`src/rtl/cgbi_pkg.sv`:
```
// Package for the Cartesian grid bin index block: payload types, register map and widths.
// Used by cgbi_axis and cartesian_grid_bin_index; depends on nothing else.
`timescale 1ns / 1ps

package cgbi_pkg;

    // Fixed-point and count widths.
    localparam int COORD_W = 32;   // Q16.16 signed coordinate
    localparam int WIDTH_W = 31;   // Q15.16 unsigned extent
    localparam int CNT_W   = 8;    // cells per axis
    localparam int IDX_W   = 24;   // linear cell index

    // Tolerance for all fuzzy compares, in Q16.16 LSBs, and the per-axis count ceiling.
    localparam int FUZZ_LSB       = 1;
    localparam int MAX_CELLS_AXIS = 255;

    // Difference of point and corner, with headroom for the fuzzed compares.
    localparam int DIFF_W = COORD_W + 3;
    // Dividend of the bin search: offset times count.
    localparam int NUM_W  = WIDTH_W + CNT_W;
    // One quotient bit per divider stage.
    localparam int DIV_STAGES = CNT_W;
    // Registers inside one axis lane: difference, product, then the divider stages.
    localparam int LANE_DEPTH = DIV_STAGES + 2;

    // APB register map.
    localparam int ADDR_W = 5;
    localparam int DATA_W = 32;
    localparam int REG_SEL_W = 3;

    localparam logic [REG_SEL_W-1:0] REG_CORNER_X   = 3'd0;
    localparam logic [REG_SEL_W-1:0] REG_CORNER_Y   = 3'd1;
    localparam logic [REG_SEL_W-1:0] REG_CORNER_Z   = 3'd2;
    localparam logic [REG_SEL_W-1:0] REG_WIDTH_X    = 3'd3;
    localparam logic [REG_SEL_W-1:0] REG_WIDTH_Y    = 3'd4;
    localparam logic [REG_SEL_W-1:0] REG_WIDTH_Z    = 3'd5;
    localparam logic [REG_SEL_W-1:0] REG_CELL_COUNT = 3'd6;
    localparam logic [REG_SEL_W-1:0] REG_CLAMP      = 3'd7;

    localparam logic [3*CNT_W-1:0] CELL_COUNT_RESET = 24'h010101;

    // Input word: one query point.
    typedef struct packed {
        logic signed [COORD_W-1:0] point_x;
        logic signed [COORD_W-1:0] point_y;
        logic signed [COORD_W-1:0] point_z;
    } point_t;

    // Output word: cell index and outside flag.
    typedef struct packed {
        logic [IDX_W-1:0] cell_index;
        logic             outside;
    } bin_t;

    // Grid settings for one axis.
    typedef struct packed {
        logic signed [COORD_W-1:0] corner;
        logic [WIDTH_W-1:0]        width;
        logic [CNT_W-1:0]          count;
    } axis_cfg_t;

    // What one axis lane hands on.
    typedef struct packed {
        logic [CNT_W-1:0] cell_no;
        logic             outside;
    } axis_res_t;

    // A count field of zero means one cell; larger counts saturate at the ceiling.
    function automatic logic [CNT_W-1:0] eff_count(input logic [CNT_W-1:0] raw);
        logic [CNT_W-1:0] n;
        n = raw;
        if (n == '0) begin
            n = CNT_W'(1);
        end
        if (32'(n) > MAX_CELLS_AXIS) begin
            n = CNT_W'(MAX_CELLS_AXIS);
        end
        return n;
    endfunction

endpackage

```
`src/rtl/cgbi_axis.sv`:
```
// One axis lane: finds the cell of a coordinate with a bit-per-stage restoring divider.
// Depends on cgbi_pkg.
`timescale 1ns / 1ps

module cgbi_axis (
    input  logic                              aclk,
    input  logic                              en,
    input  logic signed [cgbi_pkg::COORD_W-1:0] coord,
    input  cgbi_pkg::axis_cfg_t               cfg,
    output cgbi_pkg::axis_res_t               res
);
    import cgbi_pkg::*;

    localparam logic signed [DIFF_W-1:0] FUZZ_S = DIFF_W'(FUZZ_LSB);
    localparam logic signed [DIFF_W-1:0] ZERO_S = DIFF_W'(0);

    logic signed [DIFF_W-1:0] diff;
    logic signed [DIFF_W-1:0] width_s;
    logic signed [DIFF_W-1:0] diff_reg;
    logic                     out_reg;
    logic                     top_reg;
    logic                     low_reg;

    logic [NUM_W-1:0]         prod;
    logic [NUM_W-1:0]         rem_reg  [0:DIV_STAGES];
    logic [CNT_W-1:0]         quo_reg  [0:DIV_STAGES];
    logic                     out_pipe [0:DIV_STAGES];
    logic                     top_pipe [0:DIV_STAGES];
    logic                     low_pipe [0:DIV_STAGES];

    // Offset from the corner and the three range tests against the extent and the corner.
    assign width_s = $signed(DIFF_W'(cfg.width));
    assign diff    = DIFF_W'(coord) - DIFF_W'(cfg.corner);

    always_ff @(posedge aclk) begin
        if (en) begin
            diff_reg <= diff;
            out_reg  <= (diff < -FUZZ_S) || (diff > width_s + FUZZ_S);
            top_reg  <= (diff >= width_s - FUZZ_S);
            low_reg  <= (diff <= ZERO_S);
        end
    end

    // The first border at or above the offset d is j = ceil(d*n/w), so the cell is
    // floor((d*n - 1) / w). Only used when 0 < d < w, so d fits the width field.
    assign prod = NUM_W'(diff_reg[WIDTH_W-1:0]) * NUM_W'(cfg.count);

    always_ff @(posedge aclk) begin
        if (en) begin
            rem_reg[0]  <= prod - NUM_W'(1);
            quo_reg[0]  <= '0;
            out_pipe[0] <= out_reg;
            top_pipe[0] <= top_reg;
            low_pipe[0] <= low_reg;
        end
    end

    // Restoring division, most significant quotient bit first, one bit per stage.
    for (genvar s = 0; s < DIV_STAGES; s++) begin : g_div
        localparam int BIT = DIV_STAGES - 1 - s;
        logic [NUM_W-1:0] divisor;
        logic             fits;

        assign divisor = NUM_W'(cfg.width) << BIT;
        assign fits    = (rem_reg[s] >= divisor);

        always_ff @(posedge aclk) begin
            if (en) begin
                rem_reg[s+1]  <= fits ? (rem_reg[s] - divisor) : rem_reg[s];
                quo_reg[s+1]  <= quo_reg[s] | (CNT_W'(fits) << BIT);
                out_pipe[s+1] <= out_pipe[s];
                top_pipe[s+1] <= top_pipe[s];
                low_pipe[s+1] <= low_pipe[s];
            end
        end
    end

    // At or past the top goes to the last cell; at or below the corner to the first.
    always_comb begin
        res.outside = out_pipe[DIV_STAGES];
        if (top_pipe[DIV_STAGES]) begin
            res.cell_no = cfg.count - CNT_W'(1);
        end else if (low_pipe[DIV_STAGES]) begin
            res.cell_no = '0;
        end else begin
            res.cell_no = quo_reg[DIV_STAGES];
        end
    end

endmodule

```
`config.mk`:
```
export PLATFORM = sky130hd
export DESIGN_NAME = cgbi_axis
export DESIGN_NICKNAME = d
export VERILOG_FILES = /design/src/rtl/cgbi_pkg.sv /design/src/rtl/cgbi_axis.sv
export SDC_FILE = /design/constraint.sdc
export NUM_CORES = 2
export LEC_CHECK = 0
export ABC_AREA = 1
export BUFFER_PORTS_ARGS = -buffer_cell sky130_fd_sc_hd__buf_2
export CORE_MARGIN = 2
export CORE_UTILIZATION = 60
export DETAILED_ROUTE_END_ITERATION = 8
export PLACE_DENSITY_LB_ADDON = 0.12
export SYNTH_ARGS = -nofsm -noshare
export SYNTH_HDL_FRONTEND = slang
export SYNTH_SLANG_ARGS = --single-unit
```
`constraint.sdc`:
```
create_clock -name aclk -period 18.4 [get_ports aclk]
set_input_delay 3.68 -clock aclk [delete_from_list [all_inputs] [get_ports aclk]]
set_output_delay 3.68 -clock aclk [all_outputs]
set_load 0.02 [all_outputs]
```
==> out/metrics.cfg <==
[layout]
design.final.nets=6340
largest_register_ff_count=312
layout.core_utilization_pct=65.2
layout-area-overhead-vs-synth_pct=7.13
n_fill_cell=6241
drive_gt1_share_pct=5.26

[clocking]
clock_sinks=409
hold_buffers=0
htreeDepth=2
tritoncts=done
post-cts-setup-buffer-count=0
cts_buffers=48
cts.reportedPaths.clkPinSlew_ns=0.06
max-clock-path-buffers=3
cts_repair_resize_count=0
clkLatencyLatePin_ns=0.63
cts.root.buffer_cell=sky130_fd_sc_hd__clkbuf_16

[grt]
globalRouteOverflowTotal=0
grt_pass1_vias=36300
globalRouteTotalUtil_pct=35.3
number_of_antenna_violations_at_the_first_check_in_global_routing=13
grt_pass1_wl_mm=201
grt_max_degree=148

[logic_synthesis]
netlist.top_cell.by_area=sky130_fd_sc_hd__edfxtp_1
synth.ff_latch_count=409
ys_seq_area_share_pct=28.7
dominantRegCellSynth=sky130_fd_sc_hd__edfxtp_1
syn_inst=5545
synthArstFlopShare_pct=0
nets_in_the_synthesized_netlist=6263
ys_top_cells_by_area=sky130_fd_sc_hd__edfxtp_1 29%, sky130_fd_sc_hd__ha_1 12%, sky130_fd_sc_hd__nand2_1 11%
syn_area_um2=42800
yosysUniqueCellTypes=71
ys_warn_count=0
post_synthesis_average_cell_area_um2=7.72
synth_largest_type_area_fraction_pct=28.7
synth_most_common_cell=sky130_fd_sc_hd__nand2_1
synth_top_cells_by_count=1287 x sky130_fd_sc_hd__nand2_1, 907 x sky130_fd_sc_hd__inv_1, 458 x sky130_fd_sc_hd__nor2_1, 426 x sky130_fd_sc_hd__ha_1, 409 x sky130_fd_sc_hd__edfxtp_1
count_of_flip_flops_with_a_built_in_enable_after_synthesis=409

[floorplan]
width_of_the_chip_um=271
num_rows=97
boundaryPins=114
initial_util_pct=60.9
die-area_um2=73500
design.core.area_um2=70300
dieHeight_um=271

[critical_path]
crit_path_start_kind=input pin
r2r_end=rem_reg[0][32]
r2r_start=diff_reg[6]
worst_ep_arrival_time_ns=5.90
endpoint_required_time_on_the_critical_path_ns=14.72
worst-setup-path-type=input pin to output port
worstSetupEndpointType=output port
r2r_slack_ns=13.02
critical_path.max_fanout=32
timing.reg2reg.worst_path_depth=20

[job]
drv_cap=0

[drt]
ant_nets=0
detailroute.via_count=38300
route.detailed.vias_per_inst=5.80
route.detailed.wl_per_inst_um=19.6
totalWireLength_mm=129
detail_route.drc_violations=0
drt-initial-drc-count=3768
pre_repair_dr_iteration_count=6

[sta]
finalSetupTns_ns=0
maxSlewViolCount=0
timing.final.setup_violations=0
maxSlewHeadroom_pct=15.9
fmax_mhz=104
worst_clock_skew_ns=0.0463
finalCriticalPeriod_ns=9.58
final_hold_vio_count=0
min_period_over_period_pct=52.1
worst-slew-pin-transition_ns=1.26
rsz0062_at_grt=no
hold-worst-slack_ns=0.396

[place]
hpwlAfterDp_mm=101
port_buffers=113
gp_congestion=1.01

[outcome]
status=finished, final reports clean

[power_and_ir_drop]
leakage_nw=21.5
power.density_cell_area_nw_per_um2=206
power.ir.vdd_worst_uv=225

[worst_hold_path]
worst_hold_path_class=register to register
min-delay-start=low_pipe[0][0]
whs_path_depth=0
worstHoldEndpoint=low_pipe[0][1]

[layout make-up]
type,count,area (um2),share of cell area [%]
sequential,409,12300,26.8
inverter,917,3440,7.51
clock inverter,41,447,0.974
multi-input combinational,4103,26500,57.7
clock buffer,49,1200,2.63
tap,940,1180,2.57
antenna,8,20.0,0.0437
timing repair buffer,143,813,1.77
[cell families after synthesis]
family,synth area share [%]
AND/OR/NAND/NOR,21.2
flip-flops,28.7
AO/OA/AOI/OAI,13.1
multiplexers,0.0234
buffers and inverters,9.50
XOR/XNOR,6.37
adder cells (fa/ha/maj),21.2
[routing by layer]
layer	global-route usage, %	vias to the layer above	share of wire, %	wire length [um]
li1	-	18500	-	-
met1	47.0	17900	41	53200
met2	56.0	1581	45	57800
met3	6.08	294	9.1	11800
met4	16.4	4	5.1	6590
met5	0	-	0.021	27
[cells in the final DEF, fill, tap and decap left out, drive strengths merged, types with 12 or more instances in the layout]
cell | synthesis | layout
a211oi | 12 | 12
a21boi | 15 | 15
a21o | 33 | 33
a21oi | 403 | 403
a31oi | 57 | 57
buf | 35 | 143
clkbuf | 81 | 49
clkinv | 2 | 21
edfxtp | 409 | 409
fa | 187 | 187
ha | 426 | 426
inv | 915 | 922
nand2 | 1295 | 1295
nand3 | 203 | 203
nand4 | 71 | 71
nor2 | 464 | 464
nor3 | 80 | 80
nor4 | 36 | 36
o211ai | 12 | 12
o21a | 29 | 29
o21ai | 376 | 376
o21bai | 15 | 15
or2 | 16 | 16
xnor2 | 124 | 124
xor2 | 187 | 187
[worst max-delay path, stage by stage]
cell and delay (ns):
sky130_fd_sc_hd__buf_2 0.55, sky130_fd_sc_hd__inv_1 0.16, sky130_fd_sc_hd__ha_1 0.23, sky130_fd_sc_hd__inv_1 0.06, sky130_fd_sc_hd__nor2_1 0.05, sky130_fd_sc_hd__nand2_1 0.10, sky130_fd_sc_hd__nor2_1 0.05, sky130_fd_sc_hd__o21ai_0 0.62
sky130_fd_sc_hd__o21ai_0 0.17, sky130_fd_sc_hd__buf_2 0.20
[metrics by stage]
stage	setup WS (ns)	power, mW	area (um2)	std cells
after floorplan	9.87	6.69	42800	5545
after global placement	8.92	8.25	44200	6512
after detailed placement	8.93	8.36	44200	6512
after CTS	8.90	9.40	45800	6602
after global routing	8.71	10.4	45800	6606
final	8.82	9.46	45800	6610
[power by group]
part / switching (mW) / leakage [nW] / total [mW] / internal (mW)
clock network: 0.425 / 0.783 / 0.997 / 0.573
logic: 4.06 / 16.8 / 6.39 / 2.33
registers: 0.297 / 3.97 / 2.08 / 1.78
[worst max path at each step]
stage	startpoint	end	slack [ns]
after floorplan	cfg[0]	res[7]	9.87
after global routing	cfg[0]	res[5]	8.71
after detailed placement	cfg[0]	res[5]	8.93
final	cfg[1]	res[5]	8.82
after CTS	cfg[0]	res[5]	8.90
after global placement	cfg[0]	res[5]	8.92
Power figures use the tool's default switching activity.
